$ cat src/rtl/core/npim_pkg.sv
// npim_pkg: shared types, constants and codes for the nearest palette index mapper.
// Used by npim_dist, the top level, npim_checker and the bench; depends on nothing.
`default_nettype none

package npim_pkg;

  localparam int unsigned PALETTE_DEPTH_DEF = 256;

  localparam int unsigned CH_W    = 8;           // one color channel
  localparam int unsigned RGB_W   = 3 * CH_W;    // packed palette entry
  localparam int unsigned IDX_W   = 8;           // palette index on the result port
  localparam int unsigned COUNT_W = 9;
  localparam int unsigned MODE_W  = 2;
  localparam int unsigned SQ_W    = 2 * CH_W;
  localparam int unsigned DIST_W  = SQ_W + 2;    // sum of three squares
  localparam int unsigned APB_AW  = 3;
  localparam int unsigned APB_DW  = 32;

  localparam logic [COUNT_W-1:0] COUNT_RESET       = 9'd256;
  localparam logic [CH_W-1:0]    ALPHA_THRESHOLD   = 8'd128;
  localparam logic [IDX_W-1:0]   TRANSPARENT_INDEX = 8'd255;

  // commands
  localparam logic CMD_LOAD = 1'b0;
  localparam logic CMD_MAP  = 1'b1;

  // texture modes (code 3 behaves as normal search)
  localparam logic [MODE_W-1:0] MODE_NORMAL      = 2'd0;
  localparam logic [MODE_W-1:0] MODE_ALPHA_TEST  = 2'd1;
  localparam logic [MODE_W-1:0] MODE_INDEX_ALPHA = 2'd2;

  // register select, taken from paddr[2]
  localparam logic REG_COUNT = 1'b0;
  localparam logic REG_MODE  = 1'b1;

  typedef enum logic [1:0] {
    ST_IDLE,
    ST_SEARCH,
    ST_DRAIN
  } state_t;

  // travels alongside each palette entry through the distance unit
  typedef struct packed {
    logic             vld;
    logic             last;
    logic [IDX_W-1:0] idx;
  } entry_tag_t;

endpackage

`default_nettype wire

$ cat src/rtl/core/npim_dist.sv
// npim_dist: shared squared-distance and running-minimum unit, one entry per cycle.
// Depends on npim_pkg. Squares are registered, then the sum, then the compare.
`default_nettype none

module npim_dist (
  input  wire logic                          clk,
  input  wire logic                          rst_n,
  input  wire logic                          clr,
  input  wire logic [npim_pkg::RGB_W-1:0]    pixel,
  input  wire logic [npim_pkg::RGB_W-1:0]    entry,
  input  wire npim_pkg::entry_tag_t          tag,
  output logic                               res_vld,
  output logic      [npim_pkg::IDX_W-1:0]    res_idx
);

  import npim_pkg::*;

  logic [SQ_W-1:0]   sq_r [3];
  logic [SQ_W-1:0]   sq_nxt [3];
  entry_tag_t        tag1_r;
  entry_tag_t        tag2_r;
  logic [DIST_W-1:0] dist_r;
  logic [DIST_W-1:0] min_dist_r;
  logic [DIST_W-1:0] min_dist_nxt;
  logic [IDX_W-1:0]  best_idx_r;
  logic [IDX_W-1:0]  best_idx_nxt;
  logic              better;

  always_comb begin
    for (int c = 0; c < 3; c++) begin
      logic [CH_W-1:0] a;
      logic [CH_W-1:0] b;
      logic [CH_W-1:0] d;
      a = pixel[c*CH_W +: CH_W];
      b = entry[c*CH_W +: CH_W];
      d = (a > b) ? (a - b) : (b - a);
      sq_nxt[c] = SQ_W'(d) * SQ_W'(d);
    end
  end

  always_ff @(posedge clk) begin
    if (!rst_n) begin
      tag1_r <= '0;
      tag2_r <= '0;
    end else begin
      tag1_r <= tag;
      tag2_r <= tag1_r;
    end
  end

  always_ff @(posedge clk) begin
    for (int c = 0; c < 3; c++) begin
      sq_r[c] <= sq_nxt[c];
    end
    dist_r <= DIST_W'(sq_r[0]) + DIST_W'(sq_r[1]) + DIST_W'(sq_r[2]);
  end

  // strict less-than keeps the lowest index on a tie
  assign better = (dist_r < min_dist_r);

  always_comb begin
    min_dist_nxt = min_dist_r;
    best_idx_nxt = best_idx_r;
    if (clr) begin
      min_dist_nxt = '1;
      best_idx_nxt = '0;
    end else if (tag2_r.vld && better) begin
      min_dist_nxt = dist_r;
      best_idx_nxt = tag2_r.idx;
    end
  end

  always_ff @(posedge clk) begin
    min_dist_r <= min_dist_nxt;
    best_idx_r <= best_idx_nxt;
  end

  assign res_vld = tag2_r.vld && tag2_r.last;
  assign res_idx = better ? tag2_r.idx : best_idx_r;

endmodule

`default_nettype wire

$ cat config.mk
export PLATFORM = sky130hd
export DESIGN_NAME = npim_dist
export DESIGN_NICKNAME = d
export VERILOG_FILES = /design/src/rtl/core/npim_pkg.sv /design/src/rtl/core/npim_dist.sv
export SDC_FILE = /design/constraint.sdc
export NUM_CORES = 1
export LEC_CHECK = 0
export BUFFER_PORTS_ARGS = -buffer_cell sky130_fd_sc_hd__buf_4
export CORE_AREA = 5 5 278 144
export DETAILED_ROUTE_END_ITERATION = 8
export DIE_AREA = 0 0 283 149
export HOLD_SLACK_MARGIN = 0.03
export PLACE_DENSITY = 0.46
export SLEW_MARGIN = 20
export SYNTH_ARGS = -nofsm -noshare
export SYNTH_HDL_FRONTEND = slang
export SYNTH_SLANG_ARGS = --single-unit
$ cat constraint.sdc
create_clock -name clk -period 8.25 [get_ports clk]
set_input_delay 1.65 -clock clk [delete_from_list [all_inputs] [get_ports clk]]
set_output_delay 1.65 -clock clk [all_outputs]
set_load 0.01 [all_outputs]
# Word-level counts from Yosys, hierarchy flattened
# Memories as Yosys holds them, arrays and structs flattened.
# Cells that the tools add are included.
[op_classes]
n_addsub = 8
n_reduce_logical = 2
multipliers = 3
magnitude_cmp = 4
n_mux = 4
[ops]
columns = ["cell", "count"]
rows = [
  ["multiplier 8 x 8 -> 16 bit", 3],
  ["subtractor 8 bit", 6],
  ["2-to-1 mux 8 bit", 4],
  ["greater-than comparator 8 bit", 3],
  ["adder 17 x 16 -> 18 bit", 1],
  ["less-than comparator 18 bit", 1],
  ["adder 16 x 16 -> 17 bit", 1],
  ["logical AND 1 bit", 2],
]
[totals]
ram_bits = 48
inputBits = 61
mem_count = 1
regBits = 64
wordCells = 31
output_inout_bits = 9
[mem_list]
columns = ["memory", "words", "width", "rd", "rd_clocked_by_memory_dff", "wr", "line_no", "source"]
rows = [
  ["sq_r", 3, 16, 3, 0, 3, "npim_dist.sv:18", "logic [SQ_W-1:0] sq_r [3];"],
]

# Longest topological paths before layout
[depth]
ltp_word = 3
mapped_depth = 30

# Least setup slack after synthesis
# Ideal clock, no wire load.
[synth_path]
path_kind = "in2reg"
start = "input port pixel[8] (netlist bit)"
end = "memory sq_r[0][29] (netlist bit)"
path_slack_ps = 877
arrival_time_ps = 7301
n_path_buf = 1
stages = 26
t_required_ps = 8178
path_cell_list = "inv_1 ha_1 fa_1 nand3b_1 a21oi_1 o31ai_4 buf_4 nand2_1 o21ai_2 xnor2_2 nand2b_1 inv_2 fa_1 fa_1 inv_1 fa_1 fa_1 inv_1 ha_1 or2_2 a21o_1 a31oi_1 nor2b_1 o21ai_0 nor2b_1 xnor2_1"
[synth_lines]
columns = ["item", "line_no", "source"]
rows = [
  ["start, declared", "npim_dist.sv:9", "input wire logic [npim_pkg::RGB_W-1:0] pixel,"],
  ["end, declared", "npim_dist.sv:18", ""],
]

==> results.md <==
* Fmax achieved at between 100 and 150 MHz
* CTS H-Tree Depth at 3
* Placement Rows at 50
* First-pass GRT wire length at 38.1 mm
* Layout area overhead at 13.1%
* Tot GR Track Use at 10.6%
* Global placer's final weighted congestion at 0.799
* Register bit total from synthesis at 109
* Core Area at roughly 37000 µm²
* Vias at approximately 8000
* FF-to-FF Start: min_dist_r[1]$_SDFFE_PP1P_
* HP Class: flip-flop to flip-flop
* Final Cycle Share at 92.8%
* Via/cell ratio at 4.38
* Diode count at 0
* Synth cell types at 62
* Top cell type's share of synthesized area at 19.7%
* CTS Sinks at 109
* Setup slack at placement at 233 ps
* Synth Flop Type: dfxtp_1
* Initial antenna violation count at 0
* Yosys warns at 0
* Hold Startpoint: tag1_r[8]$_SDFF_PN0_
* Syn avg cell area at between 9 and 10 µm²
* Starting Density at 29.8%
* FF-to-FF path depth at 11
* Synthesized instance count at roughly 1200
* Largest net degree at the start of global routing at 53
* PortBufs at 69
* Clock Latency Late Sink at approximately 350 ps
* CTS tree: done
* Fillers at approximately 3800
* Min Tclk post-route at between 7000 and 8000 ps
* Fin util at ~34%
* R2r setup slk at 5120 ps
* Finished Layout Cells at roughly 1800
* Worst path arrival time at 7920 ps
* Die height at 149 µm
* Req. time, crit path at 8520 ps
* Layout cells sized above 1 at 11.7%
* TritonCTS Buffers at 9
* Detailed placer's ending HPWL at 18.6 mm
* Crit Path Category: input port to flip-flop
* CTS Buffer Depth at 2
* Reg2reg end: min_dist_r[1]$_SDFFE_PP1P_
* Max-cap violations at 0
* Status: finished, final reports clean
* Worst setup EP type: flip-flop
* Relative slew slack at 40.8%
* Number of synthesized flops with an enable pin at 0
* ANT nets after route at 0
* DRC at 0
* Register area share after synthesis at 19.7%
* CTS root buf: clkbuf_16
* Clock slew at reported path FFs at 70 ps
* Synth Cell Area at about 11000 µm²
* Inst Count DP at 1778
* Worst setup SP type: input port
* Setup TNS at 0 ps
* IO Pins at 70
* Final Hold Viols at 0
* RSZ-0062 raised after global routing: no
* Leading post-synthesis cells by cell area: dfxtp_1, ha_1, fa_1
* WHS Endpoint: tag2_r[8]$_SDFF_PN0_
* Post-CTS setup buffer count at 0
* Worst slew pin tran at around 900 ps
* CP max FO at 15
* Endpoints failing setup at 0
* Post-cts sizing count at 0
* Vias in the first global route at slightly above 8000
* Fin. max-slew vios at 0
* WL/cell at approximately 12 µm
* Setup slack after layout at 592 ps
* Total gr overflow at 0
* Final wirelength at 21.7 mm
* 1st-pass router iterations at 4
* Hold Path Depth at 1
* Async S/R FF share, synth at 0%
* Final setup skew at 6.35 ps
* Area leader, netlist: dfxtp_1
* DIE AREA at about 42000 µm²
* Die Wd at 283 µm
* Initial DRC count at 360
* Hold buffers post-CTS at 0
* Nets at 1621
## routing by layer
metal / track usage (%) / vias up / share of wire (%)
met2: 17.6 / 74 / 45
met1: 15.1 / 3722 / 52
li1: - / 4054 / -
met5: 0 / - / 0
met4: 1.60 / 0 / 0.74
met3: 1.63 / 13 / 2.9
## metrics by stage
| stage | hold WS, ps | instance area [µm²] |
|---|---|---|
| finish | 436 | 12500 |
| global route | 462 | 12500 |
| CTS | 440 | 12500 |
| detailed placement | 418 | 12200 |
| global placement | 416 | 12200 |
| floorplan | 412 | 11100 |
## kinds of logic (layout without fill, tap and decap cells)
| kind of cell | Yosys count | in the layout | share of synthesized area [%] |
|---|---|---|---|
| and+or+nand+nor | 297 | 297 | 12.9 |
| adders and majority gates | 265 | 265 | 36.5 |
| buffers and inverters | 249 | 325 | 8.91 |
| AOI/OAI and AO/OA | 175 | 175 | 10.5 |
| DFF | 109 | 109 | 19.7 |
| xor gates and xnor gates | 78 | 78 | 6.95 |
| muxes | 48 | 48 | 4.44 |
| other | 1 | 3 | 0.0339 |
## layout make-up
type | instances | area (µm²) | area share (%)
Clock buffer | 9 | 225 | 1.80
Tap cell | 494 | 618 | 4.94
Timing Repair Buffer | 85 | 638 | 5.10
Sequential cell | 109 | 2180 | 17.4
Multi-Input combinational cell | 866 | 7920 | 63.3
Inverter | 224 | 841 | 6.72
Clock inverter | 7 | 91.3 | 0.730
## cell usage in the layout, fill, tap and decap left out, types with 9 or more instances in the layout
cell type,n
a21o_1,30
a21oi_1,62
and2_1,26
buf_4,85
clkbuf_16,9
dfxtp_1,109
fa_1,97
ha_1,168
inv_1,218
mux2_2,9
mux2i_1,39
nand2_1,25
nand2b_1,26
nor2_1,135
nor2b_1,14
nor3_1,22
o21ai_0,19
o21ai_1,10
o21bai_1,11
xnor2_1,42
xor2_1,26
## sequential cells by signal, indices dropped and copies added (netlist names)
register / cells
best_idx_r: 8
dist_r: 18
min_dist_r: 18
sq_r: 45
tag1_r: 10
tag2_r: 10
## how the worst max path moves through the flow
stage	from	to	slack (ps)	cells past startpoint
after floorplan	pixel[8]	sq_r[0][29]$_DFF_P_	880	26
after global placement	pixel[13]	sq_r[0][29]$_DFF_P_	370	24
after detailed placement	pixel[13]	sq_r[0][29]$_DFF_P_	230	25
after CTS	pixel[13]	sq_r[0][29]$_DFF_P_	580	25
after global routing	pixel[13]	sq_r[0][29]$_DFF_P_	140	25
final	pixel[13]	sq_r[0][29]$_DFF_P_	590	25
## cell usage after synthesis (25+ instances only)
cell	instances
nand2b_1	26
fa_1	97
mux2i_1	39
dfxtp_1	109
and2_1	26
inv_1	218
a21oi_1	62
a21o_1	30
nand2_1	25
ha_1	168
xnor2_1	42
xor2_1	26
nor2_1	135
## worst max-delay path, stage by stage
cell	delay (ps)
buf_4	80
inv_1	30
ha_1	420
a211oi_2	220
nor2_1	100
o31ai_4	640
nand2_1	130
o311ai_0	150
nand2_1	150
xnor2_2	420
nor2_1	140
fa_1	480
fa_1	550
inv_1	50
fa_1	500
fa_1	540
inv_1	40
ha_1	320
or2_2	300
a21o_1	180
a31oi_1	230
nor2b_1	70
o21ai_0	200
nor2b_1	190
xnor2_1	140
Power is left out: the tool's default activity adds up to more than one toggle a clock period on the data nets, which glitch-free logic cannot reach.
